File: config.mk
export PLATFORM = sky130hd
export DESIGN_NAME = nearest_xterm256_color_flat
export DESIGN_NICKNAME = d
export VERILOG_FILES = /design/src/hw/rtl/nx256_pkg.sv /design/src/hw/rtl/nx256_if.sv /design/src/hw/rtl/nearest_xterm256_color.sv /design/src/flat_wrapper.sv
export VERILOG_INCLUDE_DIRS = /design/src /design/src/hw/rtl
export SDC_FILE = /design/constraint.sdc
export NUM_CORES = 1
export LEC_CHECK = 0
export ABC_AREA = 1
export BUFFER_PORTS_ARGS = -buffer_cell sky130_fd_sc_hd__buf_2
export CAP_MARGIN = 0
export CORE_AREA = 8 8 221 223
export DETAILED_ROUTE_END_ITERATION = 7
export DIE_AREA = 0 0 229 231
export GPL_TIMING_DRIVEN = 0
export PLACE_DENSITY_LB_ADDON = 0.15
export SYNTH_ARGS = -nofsm -noshare
export SYNTH_HDL_FRONTEND = slang
export SYNTH_SLANG_ARGS = --single-unit
File: constraint.sdc
create_clock -name clk -period 16.3 [get_ports clk]
set_input_delay 1.63 -clock clk [delete_from_list [all_inputs] [get_ports clk]]
set_output_delay 1.63 -clock clk [all_outputs]
set_load 0.02 [all_outputs]
File: src/hw/rtl/nearest_xterm256_color_macros.svh
// ----------------------------------------------------------------------------
// Assertion macros for the nearest xterm-256 color block
// Implication and next-cycle implication checks, compiled out under
// NO_ASSERTIONS.
// ----------------------------------------------------------------------------
`ifndef NEAREST_XTERM256_COLOR_MACROS_SVH
`define NEAREST_XTERM256_COLOR_MACROS_SVH

`ifndef NO_ASSERTIONS

// Same-cycle implication, disabled while reset is held
`define NX256_ASSERT_IMP(lbl, clk, rstn, ante, cons) \
  lbl: assert property (@(posedge clk) disable iff (!(rstn)) (ante) |-> (cons)) \
    else $error("nx256 assertion failed");

// Next-cycle implication, disabled while reset is held
`define NX256_ASSERT_NEXT(lbl, clk, rstn, ante, cons) \
  lbl: assert property (@(posedge clk) disable iff (!(rstn)) (ante) |=> (cons)) \
    else $error("nx256 assertion failed");

`else

`define NX256_ASSERT_IMP(lbl, clk, rstn, ante, cons)
`define NX256_ASSERT_NEXT(lbl, clk, rstn, ante, cons)

`endif

`endif

File: src/hw/rtl/nx256_pkg.sv
// ----------------------------------------------------------------------------
// nx256_pkg
// Palette constants, types and helpers for the nearest xterm-256 color block.
// ----------------------------------------------------------------------------
package nx256_pkg;

  // One palette color, red in the top byte
  typedef struct packed {
    logic [7:0] red;
    logic [7:0] green;
    logic [7:0] blue;
  } pal_rgb_t;

  // Squared distance fits 3 * 255 * 255 = 195075
  localparam int unsigned DIST_W = 18;
  localparam logic [DIST_W-1:0] MAX_DIST = 18'd195075;

  // Palette region boundaries
  localparam logic [7:0] ANSI_COUNT = 8'd16;
  localparam logic [7:0] CUBE_END   = 8'd232;
  localparam logic [7:0] LAST_INDEX = 8'd255;

  // Gray ramp: 8 + 10 * k
  localparam logic [7:0] GRAY_BASE = 8'd8;
  localparam logic [7:0] GRAY_STEP = 8'd10;

  // Cube coordinate runs 0..5
  localparam logic [2:0] CUBE_LAST = 3'd5;

  localparam logic [7:0] CUBE_LEVEL [6] = '{
    8'd0, 8'd95, 8'd135, 8'd175, 8'd215, 8'd255
  };

  // The sixteen ANSI colors
  localparam pal_rgb_t ANSI_RGB [16] = '{
    24'h000000, 24'hCD0000, 24'h00CD00, 24'hCDCD00,
    24'h0000EE, 24'hCD00CD, 24'h00CDCD, 24'hE5E5E5,
    24'h7F7F7F, 24'hFF0000, 24'h00FF00, 24'hFFFF00,
    24'h5C5CFF, 24'hFF00FF, 24'h00FFFF, 24'hFFFFFF
  };

  // Absolute difference of two channels
  function automatic logic [7:0] abs_diff(input logic [7:0] a, input logic [7:0] b);
    logic [7:0] d;
    if (a > b) begin
      d = a - b;
    end else begin
      d = b - a;
    end
    return d;
  endfunction

endpackage

File: src/hw/rtl/nx256_if.sv
// ----------------------------------------------------------------------------
// nx256 channel interfaces
// Valid/ready channels for the color transaction in and the match result out.
// ----------------------------------------------------------------------------

// Color to quantize
interface nx256_in_if;
  logic       valid;
  logic       ready;
  logic [7:0] red_in;
  logic [7:0] green_in;
  logic [7:0] blue_in;
  logic [7:0] alpha_in;

  modport source (output valid, output red_in, output green_in, output blue_in,
                  output alpha_in, input ready);
  modport sink   (input valid, input red_in, input green_in, input blue_in,
                  input alpha_in, output ready);
endinterface

// Nearest palette entry
interface nx256_out_if;
  logic       valid;
  logic       ready;
  logic [7:0] palette_index;
  logic [7:0] red_out;
  logic [7:0] green_out;
  logic [7:0] blue_out;
  logic [7:0] alpha_out;

  modport source (output valid, output palette_index, output red_out,
                  output green_out, output blue_out, output alpha_out,
                  input ready);
  modport sink   (input valid, input palette_index, input red_out,
                  input green_out, input blue_out, input alpha_out,
                  output ready);
endinterface

File: src/hw/rtl/nearest_xterm256_color.sv
// ----------------------------------------------------------------------------
// nearest_xterm256_color
// Maps an RGBA color to the nearest entry of the 256-color xterm palette.
// ----------------------------------------------------------------------------
// Usage:
//   in_ch carries one color transaction (red, green, blue, alpha). out_ch
//   returns the palette index of the nearest entry by squared RGB distance,
//   that entry's RGB and the unchanged alpha. Ties resolve to the lowest
//   index.
//   One distance unit (three 8x8 squares, then a sum and compare) visits one
//   palette entry per cycle, index 0 through 255. An accepted color walks
//   the sweep, the square register and the compare stage, then the drain
//   state loads the result; a new color is taken the cycle after that load.
//   The palette sweep sets the pace of the block.
//   in_ch.ready is high only while the sequencer is idle. The result sits in
//   an output register; a new color may be accepted while it waits.
//   If the receiver stalls when the next result is ready, the sequencer
//   holds it and stays busy until the output register frees up.
//   Reset (rst_n low, synchronous) drops any transaction in progress and
//   clears out_ch.valid.
// ----------------------------------------------------------------------------
`include "nearest_xterm256_color_macros.svh"

module nearest_xterm256_color
  import nx256_pkg::*;
(
  input  logic              clk,
  input  logic              rst_n,
  nx256_in_if.sink          in_ch,
  nx256_out_if.source       out_ch
);

  typedef enum logic [1:0] {
    ST_IDLE,
    ST_SWEEP,
    ST_DRAIN
  } state_t;

  state_t              state_r;
  logic [7:0]          red_r, green_r, blue_r, alpha_r;

  // Palette walk
  logic                issuing_r;
  logic [7:0]          idx_r;
  logic [2:0]          cube_r_r, cube_g_r, cube_b_r;
  logic [7:0]          shade_r;
  pal_rgb_t            entry_rgb;

  // Square stage
  logic                s1_valid_r;
  logic                s1_last_r;
  logic [7:0]          s1_idx_r;
  pal_rgb_t            s1_rgb_r;
  logic [15:0]         sq_red_r, sq_green_r, sq_blue_r;
  logic [7:0]          d_red, d_green, d_blue;

  // Compare stage
  logic [DIST_W-1:0]   dist_sum;
  logic                take_new;
  logic [DIST_W-1:0]   win_dist_r;
  logic [7:0]          win_idx_r;
  pal_rgb_t            win_rgb_r;

  // Output register
  logic                out_valid_r;
  logic [7:0]          out_idx_r;
  pal_rgb_t            out_rgb_r;
  logic [7:0]          out_alpha_r;

  logic                in_accept;
  logic                out_free;

  assign in_ch.ready = (state_r == ST_IDLE);
  assign in_accept   = in_ch.valid && in_ch.ready;
  assign out_free    = !out_valid_r || out_ch.ready;

  assign out_ch.valid         = out_valid_r;
  assign out_ch.palette_index = out_idx_r;
  assign out_ch.red_out       = out_rgb_r.red;
  assign out_ch.green_out     = out_rgb_r.green;
  assign out_ch.blue_out      = out_rgb_r.blue;
  assign out_ch.alpha_out     = out_alpha_r;

  // Generate the palette color for the current index
  always_comb begin
    priority if (idx_r < ANSI_COUNT) begin
      entry_rgb = ANSI_RGB[idx_r[3:0]];
    end else if (idx_r < CUBE_END) begin
      entry_rgb = '{red: CUBE_LEVEL[cube_r_r], green: CUBE_LEVEL[cube_g_r],
                    blue: CUBE_LEVEL[cube_b_r]};
    end else begin
      entry_rgb = '{red: shade_r, green: shade_r, blue: shade_r};
    end
  end

  // Channel differences feeding the squares
  assign d_red   = abs_diff(red_r,   entry_rgb.red);
  assign d_green = abs_diff(green_r, entry_rgb.green);
  assign d_blue  = abs_diff(blue_r,  entry_rgb.blue);

  // Register squares and the entry they belong to
  always_ff @(posedge clk) begin
    s1_idx_r   <= idx_r;
    s1_last_r  <= (idx_r == LAST_INDEX);
    s1_rgb_r   <= entry_rgb;
    sq_red_r   <= d_red * d_red;
    sq_green_r <= d_green * d_green;
    sq_blue_r  <= d_blue * d_blue;
  end

  // Sum and compare; strict less-than keeps the lowest index on ties
  assign dist_sum = {2'b00, sq_red_r} + {2'b00, sq_green_r} + {2'b00, sq_blue_r};
  assign take_new = s1_valid_r && ((s1_idx_r == '0) || (dist_sum < win_dist_r));

  always_ff @(posedge clk) begin
    if (take_new) begin
      win_dist_r <= dist_sum;
      win_idx_r  <= s1_idx_r;
      win_rgb_r  <= s1_rgb_r;
    end
  end

  // Sequencer, palette walk and output register
  always_ff @(posedge clk) begin
    if (!rst_n) begin
      state_r     <= ST_IDLE;
      issuing_r   <= 1'b0;
      s1_valid_r  <= 1'b0;
      out_valid_r <= 1'b0;
    end else begin
      s1_valid_r <= issuing_r;

      // Drop the result once the receiver takes it, unless a new one loads
      if (out_valid_r && out_ch.ready && (state_r != ST_DRAIN)) begin
        out_valid_r <= 1'b0;
      end

      unique case (state_r)
        ST_IDLE: begin
          if (in_accept) begin
            red_r     <= in_ch.red_in;
            green_r   <= in_ch.green_in;
            blue_r    <= in_ch.blue_in;
            alpha_r   <= in_ch.alpha_in;
            idx_r     <= '0;
            cube_r_r  <= '0;
            cube_g_r  <= '0;
            cube_b_r  <= '0;
            shade_r   <= GRAY_BASE;
            issuing_r <= 1'b1;
            state_r   <= ST_SWEEP;
          end
        end

        ST_SWEEP: begin
          // Advance the walk one entry per cycle
          if (issuing_r) begin
            idx_r <= idx_r + 8'd1;
            if (idx_r == LAST_INDEX) begin
              issuing_r <= 1'b0;
            end
            if (idx_r >= ANSI_COUNT && idx_r < CUBE_END) begin
              if (cube_b_r == CUBE_LAST) begin
                cube_b_r <= '0;
                if (cube_g_r == CUBE_LAST) begin
                  cube_g_r <= '0;
                  cube_r_r <= cube_r_r + 3'd1;
                end else begin
                  cube_g_r <= cube_g_r + 3'd1;
                end
              end else begin
                cube_b_r <= cube_b_r + 3'd1;
              end
            end
            if (idx_r >= CUBE_END) begin
              shade_r <= shade_r + GRAY_STEP;
            end
          end
          if (s1_valid_r && s1_last_r) begin
            state_r <= ST_DRAIN;
          end
        end

        ST_DRAIN: begin
          // Hold the winner until the output register frees up
          if (out_free) begin
            out_valid_r <= 1'b1;
            out_idx_r   <= win_idx_r;
            out_rgb_r   <= win_rgb_r;
            out_alpha_r <= alpha_r;
            state_r     <= ST_IDLE;
          end
        end

        default: begin
          state_r <= ST_IDLE;
        end
      endcase
    end
  end

  // Checks
  `NX256_ASSERT_NEXT(a_accept_starts_walk, clk, rst_n, in_accept,
    (state_r == ST_SWEEP) && (idx_r == 8'd0) && issuing_r)
  `NX256_ASSERT_IMP(a_stage_only_in_sweep, clk, rst_n, s1_valid_r,
    state_r == ST_SWEEP)
  `NX256_ASSERT_IMP(a_dist_bounded, clk, rst_n, s1_valid_r,
    dist_sum <= MAX_DIST)
  `NX256_ASSERT_IMP(a_gray_entry_neutral, clk, rst_n,
    out_valid_r && (out_idx_r >= CUBE_END),
    (out_rgb_r.red == out_rgb_r.green) && (out_rgb_r.green == out_rgb_r.blue))
  `NX256_ASSERT_NEXT(a_result_from_drain, clk, rst_n,
    (state_r == ST_DRAIN) && out_free,
    out_valid_r && (state_r == ST_IDLE))

endmodule

File: src/flat_wrapper.sv
// flat-port wrapper written by rule: the top's interface ports become plain ports
module nearest_xterm256_color_flat import nx256_pkg::*;
  (clk, rst_n, in_ch_valid, in_ch_red_in, in_ch_green_in, in_ch_blue_in, in_ch_alpha_in, in_ch_ready, out_ch_valid, out_ch_palette_index, out_ch_red_out, out_ch_green_out, out_ch_blue_out, out_ch_alpha_out, out_ch_ready);
  nx256_in_if in_ch_i ();
  nx256_out_if out_ch_i ();
  input  logic clk;
  input  logic rst_n;
  input wire logic [$bits(in_ch_i.valid)-1:0] in_ch_valid;
  input wire logic [$bits(in_ch_i.red_in)-1:0] in_ch_red_in;
  input wire logic [$bits(in_ch_i.green_in)-1:0] in_ch_green_in;
  input wire logic [$bits(in_ch_i.blue_in)-1:0] in_ch_blue_in;
  input wire logic [$bits(in_ch_i.alpha_in)-1:0] in_ch_alpha_in;
  output wire logic [$bits(in_ch_i.ready)-1:0] in_ch_ready;
  output wire logic [$bits(out_ch_i.valid)-1:0] out_ch_valid;
  output wire logic [$bits(out_ch_i.palette_index)-1:0] out_ch_palette_index;
  output wire logic [$bits(out_ch_i.red_out)-1:0] out_ch_red_out;
  output wire logic [$bits(out_ch_i.green_out)-1:0] out_ch_green_out;
  output wire logic [$bits(out_ch_i.blue_out)-1:0] out_ch_blue_out;
  output wire logic [$bits(out_ch_i.alpha_out)-1:0] out_ch_alpha_out;
  input wire logic [$bits(out_ch_i.ready)-1:0] out_ch_ready;
  assign in_ch_i.valid = in_ch_valid;
  assign in_ch_i.red_in = in_ch_red_in;
  assign in_ch_i.green_in = in_ch_green_in;
  assign in_ch_i.blue_in = in_ch_blue_in;
  assign in_ch_i.alpha_in = in_ch_alpha_in;
  assign in_ch_ready = in_ch_i.ready;
  assign out_ch_valid = out_ch_i.valid;
  assign out_ch_palette_index = out_ch_i.palette_index;
  assign out_ch_red_out = out_ch_i.red_out;
  assign out_ch_green_out = out_ch_i.green_out;
  assign out_ch_blue_out = out_ch_i.blue_out;
  assign out_ch_alpha_out = out_ch_i.alpha_out;
  assign out_ch_i.ready = out_ch_ready;
  nearest_xterm256_color u_core (.clk(clk), .rst_n(rst_n), .in_ch(in_ch_i), .out_ch(out_ch_i));
endmodule
# [Word-level counts from Yosys, hierarchy flattened]
# Memories as Yosys holds them, arrays and structs flattened.
# Cells that the tools add are included.
[classes] add_sub_neg=13 n_mul=3 magnitude_cmp=12 eq_ne=14 n_mux=46 bitwise_logic=4 n_reduce_logical=21
[op_table] cell="two-way mux 8 bit" count=14
[op_table] cell="two-way mux 24 bit" count=4
[op_table] cell="multiplier 8 x 8 -> 16 bit" count=3
[op_table] cell="subtractor 8 bit" count=6
[op_table] cell="two-way mux 3 bit" count=12
[op_table] cell="case mux 8 bit (2 select lines)" count=2
[op_table] cell="> comparator 8 bit" count=3
[op_table] cell="adder 18 x 16 -> 18 bit" count=1
[op_table] cell="less-than comparator 18 bit" count=1
[op_table] cell="case mux 3 bit (2 select lines)" count=3
[op_table] cell="adder 16 x 16 -> 17 bit" count=1
[op_table] cell="inequality test 2 x 1 -> 1 bit, second input constant" count=7
[op_table] cell=">= comparator 4 bit, second input constant" count=3
[op_table] cell="inverter 3 -> 4 bit" count=3
[op_table] cell="AND reduction 5 bit" count=2
[op_table] cell="adder 3 x 1 -> 3 bit, second input constant" count=3
[op_table] cell="AND reduction 3 bit" count=3
[op_table] cell="adder 8 x 1 -> 8 bit, second input constant" count=1
[op_table] cell="adder 8 x 4 -> 8 bit, second input constant" count=1
[op_table] cell="equality test 8 bit, second input constant" count=1
[op_table] cell=">= comparator 8 x 5 -> 1 bit, second input constant" count=1
[op_table] cell=">= comparator 8 bit, second input constant" count=1
[op_table] cell="zero test 8 bit" count=1
[op_table] cell="less-than comparator 8 x 5 -> 1 bit, second input constant" count=1
[op_table] cell="other kinds (20)" count=35
[word_totals] reg_bits=233 mem_bits_ro=576 input_bits=36 out_inout_bits=42 elab_cells=148 memories=4
[mem_list] memory="(name not given)" words=16 word_bits=24 rd=1 rd_ports_with_merged_regs=0 write_ports=0 line="nearest_xterm256_color.sv:87" source="entry_rgb = ANSI_RGB[idx_r[3:0]];"
[mem_list] memory="(name not given)" words=8 word_bits=8 rd=1 rd_ports_with_merged_regs=0 write_ports=0 line="nearest_xterm256_color.sv:89" source="entry_rgb = '{red: CUBE_LEVEL[cube_r_r], green: CUBE_LEVEL[cube_g_r],"
[mem_list] memory="(name not given)" words=8 word_bits=8 rd=1 rd_ports_with_merged_regs=0 write_ports=0 line="nearest_xterm256_color.sv:90" source="blue: CUBE_LEVEL[cube_b_r]};"
[mem_list] memory="(name not given)" words=8 word_bits=8 rd=1 rd_ports_with_merged_regs=0 write_ports=0 line="nearest_xterm256_color.sv:89"

# [Depth between registers and ports, before layout]
# Gate-level depths: netlist (run 1).
[depth] depth_word=9 ltp_mapped=40 ltp_nobuf=38

# [Least setup slack after synthesis (run 1)]
# No wires, ideal clock.
[synth_path] path_kind="register to register" from="register u_core.sq_green_r[2]" to="register u_core.win_dist_r[0], enable pin" setup_time_ns=0.534 arrival_ns=6.921 t_required_ns=15.766 path_slack_ns=8.844 stages_incl_launch_ff=23 n_path_buf=0 synth_period_minus_slack_ns=7.456 path_cell_list="dfxtp_1 -> ha_1 -> fa_1 -> nand3_1 -> nand2_1 -> a21oi_1 -> o21ai_0 -> a21oi_1 -> xor2_1 -> ha_1 -> a21oi_1 -> o21ai_0 -> a21oi_1 -> nand2_1 -> xor2_1 -> ha_1 -> nand2_1 -> inv_1 -> o21ai_0 -> nand2_1 -> nor2_1 -> nand3_1 -> a21boi_0"
[synth_between] elab_chain_len=5
[synth_rtl] item="from (decl)" line="nearest_xterm256_color.sv:54" source="logic [15:0] sq_red_r, sq_green_r, sq_blue_r;"
[synth_rtl] item="from (signal assigned)" line="nearest_xterm256_color.sv:107" source="sq_green_r <= d_green * d_green;"
[synth_rtl] item="adder 16 x 16 -> 17 bit" line="nearest_xterm256_color.sv:112" source="assign dist_sum = {2'b00, sq_red_r} + {2'b00, sq_green_r} + {2'b00, sq_blue_r};"
[synth_rtl] item="adder 18 x 16 -> 18 bit" line="nearest_xterm256_color.sv:112"
[synth_rtl] item="named net u_core.dist_sum[15]" line="nearest_xterm256_color.sv:58" source="logic [DIST_W-1:0] dist_sum;"
[synth_rtl] item="less-than comparator 18 bit" line="nearest_xterm256_color.sv:113" source="assign take_new = s1_valid_r && ((s1_idx_r == '0) || (dist_sum < win_dist_r));"
[synth_rtl] item="logical OR 1 bit" line="nearest_xterm256_color.sv:113"
[synth_rtl] item="logical AND 1 bit" line="nearest_xterm256_color.sv:113"
[synth_rtl] item="named net u_core.take_new" line="nearest_xterm256_color.sv:59" source="logic take_new;"
[synth_rtl] item="to (signal assigned)" line="nearest_xterm256_color.sv:117" source="win_dist_r <= dist_sum;"
[synth_rtl] item="to (decl)" line="nearest_xterm256_color.sv:60" source="logic [DIST_W-1:0] win_dist_r;"
# The timed path passes the listed nets, and every way through them passes these cells.
# A chain may end at the register's enable or synchronous reset.

==> results of run 1 <==
logic make-up after synthesis:
logic type	synth area share [%]
AOI/OAI and AO/OA	8.84
DFF	36.6
and+or+nand+nor	14.9
buffers and inverters	9.14
adders and majority gates	25.8
xor gates and xnor gates	4.67
Yosys cell counts, drive strengths merged:
master / number
clkbuf: 6
a21o: 8
nor4: 5
inv: 377
a21oi: 133
o21bai: 9
fa: 83
dfxtp: 83
nand3b: 5
buf: 8
edfxtp: 146
ha: 208
o21a: 8
o211ai: 2
a211oi: 3
o22ai: 5
nand2: 335
a21boi: 7
nand4: 11
o21ai: 82
or2: 8
nor2: 161
clkinv: 1
o31ai: 1
xor2: 58
a31oi: 3
nor3: 11
xnor2: 30
nand3: 50
a22oi: 1
and2: 1
registers in the layout (all words and copies together), names as in the netlist, 15 cells and up:
register	flops
u_core.sq_red_r	15
u_core.win_rgb_r	24
u_core.win_dist_r	18
u_core.sq_green_r	15
u_core.s1_rgb_r	24
u_core.sq_blue_r	15
cells in the final DEF, fill, tap and decap left out, types with 30 or more instances in the layout:
| master | n |
|---|---|
| nand2_1 | 318 |
| inv_1 | 363 |
| a21oi_1 | 132 |
| fa_1 | 83 |
| xor2_1 | 58 |
| xnor2_1 | 30 |
| ha_1 | 208 |
| nand3_1 | 49 |
| dfxtp_1 | 83 |
| nor2_1 | 151 |
| edfxtp_1 | 146 |
| o21ai_0 | 71 |
| buf_2 | 80 |
final cells by class:
class                           instances  area [µm²]
Fill cell                            4550       26300
Multi-Input combinational cell       1228        8990
Sequential cell                       229        6050
Inverter                              378        1430
Tap cell                              600         751
Clock buffer                           33         718
Timing Repair Buffer                   86         505
Clock inverter                         15         234
Buffer                                 14        81.3
Antenna cell                            1        2.50
stage by stage:
stage	hold slack [ns]	cells	area (µm²)	setup slack [ns]
5_1_grt	0.404	2583	18800	7.83
6_report	0.369	2584	18800	8.72
3_5_place_dp	0.349	2535	17800	8.66
4_1_cts	0.370	2583	18800	8.62
2_1_floorplan	0.343	1849	16500	8.84
3_3_place_gp	0.348	2526	17700	4.69
layer usage:
| layer | track usage [%] | vias up | share of wire (%) |
|---|---|---|---|
| met2 | 23.6 | 123 | 47 |
| met1 | 17.6 | 5507 | 48 |
| met5 | 0 | - | 0 |
| met3 | 1.70 | 42 | 2.8 |
| met4 | 3.05 | 0 | 2.0 |
| li1 | - | 6154 | - |
final timing paths:
path	from	to
max	u_core.idx_r[3]	u_core.sq_green_r[14]
min	u_core.idx_r[3]	u_core.s1_idx_r[3]
max reg2reg	u_core.idx_r[3]	u_core.sq_green_r[14]
min reg2reg	u_core.idx_r[3]	u_core.s1_idx_r[3]
==> flow_summary.yaml, run 1 <==
outcome:
  status: "completed"
grt:
  grt_overflow: 0
  grt_pass1_vias: 12141
  grt_usage_pct: 13.5
  grt_first_pass_wirelength_um: 59500
  grt_max_degree: 23
  grt_antenna_before_repair: 0
timing:
  fin_setup_tns_ns: 0
  finalHoldViolations: 0
  tightest_slew_ns: 1.29
  setup_viol: 0
  min_period_ns: 7.58
  fmax_mhz: 132
  finalMaxSlewViolations: 0
  rsz0062_at_grt: "false"
  finalCritPeriodShare_pct: 46.5
  slew_headroom_pct: 13.1
  fin_skew_ns: 0.0252
critical_path:
  cp_num_buf_inv: 8
  path_depth: 34
  crit_fanout: 10
  ff2ff_path_depth: 34
  slowest_delay_ns: 0.55
  worstPathRequired_ns: 16.76
  endpoint_kind: "flip-flop"
  cp_top_family: "adder cells"
  critPathKind: "flip-flop to flip-flop"
  ff2ff_setup_slack_ns: 8.72
  start_kind: "flip-flop"
  crit_slowest_cell: "o21ai_0"
  critPathMostFrequentCell: "nand2_1"
  arrival_ns: 8.04
hold_path:
  min_path_type: "flip-flop to flip-flop"
  min_path_cells: 0
clocking:
  cts_root_buffer: "clkbuf_16"
  cts_resized: 0
  h-tree-depth: 1
  cts_buffer_depth: 3
  postCtsSetupBuffers: 0
  clock-sinks: 229
  clock_latency_ns: 0.56
  cts_tree: "done"
  numCtsBuffers: 26
  cts_hold_buffers: 0
  path_clk_slew_ns: 0.06
synthesis:
  ys_warn_count: 0
  synth_seq_cells: 229
  netlist.area_leader.share_pct: 26.5
  synth_top_cell_by_area: "edfxtp_1"
  netlist_top_cells_area: "edfxtp_1, ha_1, dfxtp_1"
  syn-num-nets: 2176
  ys_types: 49
  syn_inst: 1849
  ys_seq_area_share_pct: 36.6
  netlist_area_um2: 16500
  avgSynthCellArea_um2: 8.93
die:
  initial_utilization_pct: 36.6
  ios: 78
  coreArea_um2: 45100
  row_count: 78
  dieHeight_um: 231
  die_w_um: 229
  die_area_um2: 52900
layout:
  layout.nets: 2290
  final_core_util_pct: 41.6
  area_growth_pct: 13.5
  drive_gt1_share_pct: 9.88
flow_run:
  cap_violations: 0
drt:
  drt_drc_violations_left: 0
  routed-via-count: 11826
  wl_um: 35200
  avgRoutedWirePerCell_um: 13.6
  post_drt_via_cell_ratio: 4.58
  dr.pass1.iters: 6
  drtIter0Drc: 540
  drtAntennaViolNets: 0
placement:
  gp_congestion: 0.853
  io_buffers: 77
  dpl.hpwl_um: 28800
Power of run 1 is left out: the tool's default activity adds up to more than one toggle a clock period on the data nets, which glitch-free logic cannot reach.
==> inputs of run 2 (changes only) <==
--- a/config.mk
+++ b/config.mk
@@ -6,12 +6,12 @@
 export SDC_FILE = /design/constraint.sdc
 export NUM_CORES = 1
 export LEC_CHECK = 0
-export ABC_AREA = 1
+export ABC_AREA = 0
 export BUFFER_PORTS_ARGS = -buffer_cell sky130_fd_sc_hd__buf_2
 export CAP_MARGIN = 0
-export CORE_AREA = 8 8 221 223
+export CORE_AREA = 8 8 218 220
 export DETAILED_ROUTE_END_ITERATION = 7
-export DIE_AREA = 0 0 229 231
+export DIE_AREA = 0 0 226 228
 export GPL_TIMING_DRIVEN = 0
 export PLACE_DENSITY_LB_ADDON = 0.15
 export SYNTH_ARGS = -nofsm -noshare
==> constraint.sdc (replaced) <==
create_clock -name clk -period 6.9 [get_ports clk]
set_input_delay 0.69 -clock clk [delete_from_list [all_inputs] [get_ports clk]]
set_output_delay 0.69 -clock clk [all_outputs]
set_load 0.02 [all_outputs]
==> flow_summary.yaml, run 2 <==
die:
  die_w_um: 226
  initial_utilization_pct: 36.7
  dieHeight_um: 228
  die_area_um2: 51500
  ios: 78
  row_count: 77
  coreArea_um2: 43800
synthesis:
  avgSynthCellArea_um2: 10.3
  ys_seq_area_share_pct: 37.5
  synth_top_family_by_area: "adder cells"
  yosys-top-cells-count: "inv_1, ha_1, edfxtp_1, nor2_1, a21oi_1"
  synth_most_common_cell: "inv_1"
  synth_seq_cells: 229
  ys_types: 81
  netlist_area_um2: 16100
  synth-simple-area-share_pct: 11.4
  async_reset_ff_share_pct: 0
  synth_top_cell_by_area: "edfxtp_1"
  syn-num-nets: 1886
  synth_enable_flop_cells: 146
  synthAdderAreaFrac_pct: 26.5
  syn_inst: 1559
  netlist_top_cells_area: "edfxtp_1, ha_1, dfxtp_1"
  muxShareOfSynthArea_pct: 1.20
  synth-compound-area-share_pct: 11.8
  synthFlopType: "edfxtp_1"
  synth-xor-area-share_pct: 5.18
  netlist.area_leader.share_pct: 27.2
  ys_warn_count: 0
timing:
  slew_headroom_pct: 49.7
  setup_ws_ns: -0.276
  finalHoldViolations: 0
  finalCritPeriodShare_pct: 104
  fmax_mhz: 139
  setup_viol: 15
  fin_skew_ns: 0.0236
  tightest_slew_ns: 0.748
  rsz0062_at_grt: "true"
  whs_ns: 0.290
  min_period_ns: 7.18
  finalMaxSlewViolations: 0
clocking:
  cts_hold_buffers: 0
  clock_latency_ns: 0.57
  cts_root_buffer: "clkbuf_16"
  clock-sinks: 229
  numCtsBuffers: 26
  h-tree-depth: 1
  cts_tree: "done"
  path_clk_slew_ns: 0.06
  cts_buffer_depth: 3
placement:
  gp_congestion: 0.832
  dpl.hpwl_um: 27800
  dpl.cell_count: 2232
  io_buffers: 77
grt:
  grt_pass1_vias: 11784
  grt_antenna_before_repair: 0
  grt_usage_pct: 14.6
  grt_max_degree: 30
  grt_first_pass_wirelength_um: 61100
  grt_overflow: 0
drt:
  routed-via-count: 11742
  post_drt_via_cell_ratio: 4.83
  drtAntennaViolNets: 0
  wl_um: 38400
  drtIter0Drc: 660
  dr.pass1.iters: 5
  avgRoutedWirePerCell_um: 15.8
  drt_drc_violations_left: 0
layout:
  antenna_cells: 0
  drive_gt1_share_pct: 29.7
  num-fill-cells: 4029
  layout.nets: 2144
  mostFrequentLayoutCells: "inv_1, ha_1, edfxtp_1"
  final_common_cell: "inv_1"
  area_growth_pct: 30.4
  top_regs: "u_core.s1_rgb_r x24, u_core.win_rgb_r x24, u_core.win_dist_r x18"
  layoutNonFillerInstCount: 2429
critical_path:
  worstPathRequired_ns: 7.40
  crit_slowest_cell: "or4_4"
  cp_top_family: "adder cells"
  endpoint_kind: "flip-flop"
  critPathKind: "flip-flop to flip-flop"
  critPathMostFrequentCell: "inv_2"
  arrival_ns: 7.67
  cp_num_buf_inv: 6
  crit_fanout: 5
  start_kind: "flip-flop"
  slowest_delay_ns: 0.59
hold_path:
  min_path_type: "input pin to flip-flop"
outcome:
  violations: "negative setup slack"
  status: "finished, violations left"
flow_run:
  cap_violations: 0
==> run 2: what timing repair did <==
item                       4_1_cts  5_1_grt
resized for setup              232      114
cloned                           2        0
setup buffers                  121       39
setup endpoints to repair       24       24
pin swaps                      134      103
==> run 2: final cells by class <==
type | count | area, µm² | area share [%]
Multi-Input combinational cell | 1066 | 10500 | 50.2
Tap cell | 592 | 741 | 3.53
Inverter | 239 | 900 | 4.28
Sequential cell | 229 | 6050 | 28.8
Clock buffer | 35 | 726 | 3.45
Timing Repair Buffer | 234 | 1750 | 8.34
Buffer | 21 | 190 | 0.905
Clock inverter | 13 | 103 | 0.488
==> run 2: worst paths after layout <==
kind | endpoint | slack [ns] | from | depth (start not counted)
min | u_core.red_r[1] | 0.29 | in_ch_red_in[1] | 1
min reg2reg | u_core.win_rgb_r[4] | 0.40 | u_core.s1_rgb_r[4] | 0
max reg2reg | u_core.sq_red_r[15] | -0.28 | u_core.idx_r[4] | 29
max | u_core.sq_red_r[15] | -0.28 | u_core.idx_r[4] | 29
==> run 2: logic make-up after synthesis <==
kind of cell,count (synthesis)
multiplexers,19
AND/OR/NAND/NOR,370
flip-flops,229
buffers and inverters,264
XOR/XNOR,92
adder cells (fa/ha/maj),291
AO/OA/AOI/OAI,294
==> run 2: per-layer routing <==
metal / up-vias / share of wire, % / global-route usage, %
met2: 150 / 47 / 24.4
met3: 48 / 3.5 / 2.62
met4: 0 / 2.2 / 3.53
met1: 5678 / 47 / 19.4
met5: - / 0 / 0
li1: 5866 / - / -
==> run 2: stage by stage <==
step           TNS, ns  util [%]  setup slack [ns]  area [µm²]
2_1_floorplan   -0.149         -           -0.0774       16300
3_3_place_gp   -115.05      39.7             -2.01       17400
3_5_place_dp    -16.13      40.0             -1.36       17500
4_1_cts          -1.85      46.2            -0.359       20200
5_1_grt          -6.12      47.9            -0.553       21000
6_report         -1.83      47.9            -0.276       21000
Power of run 2 is left out for the same reason.
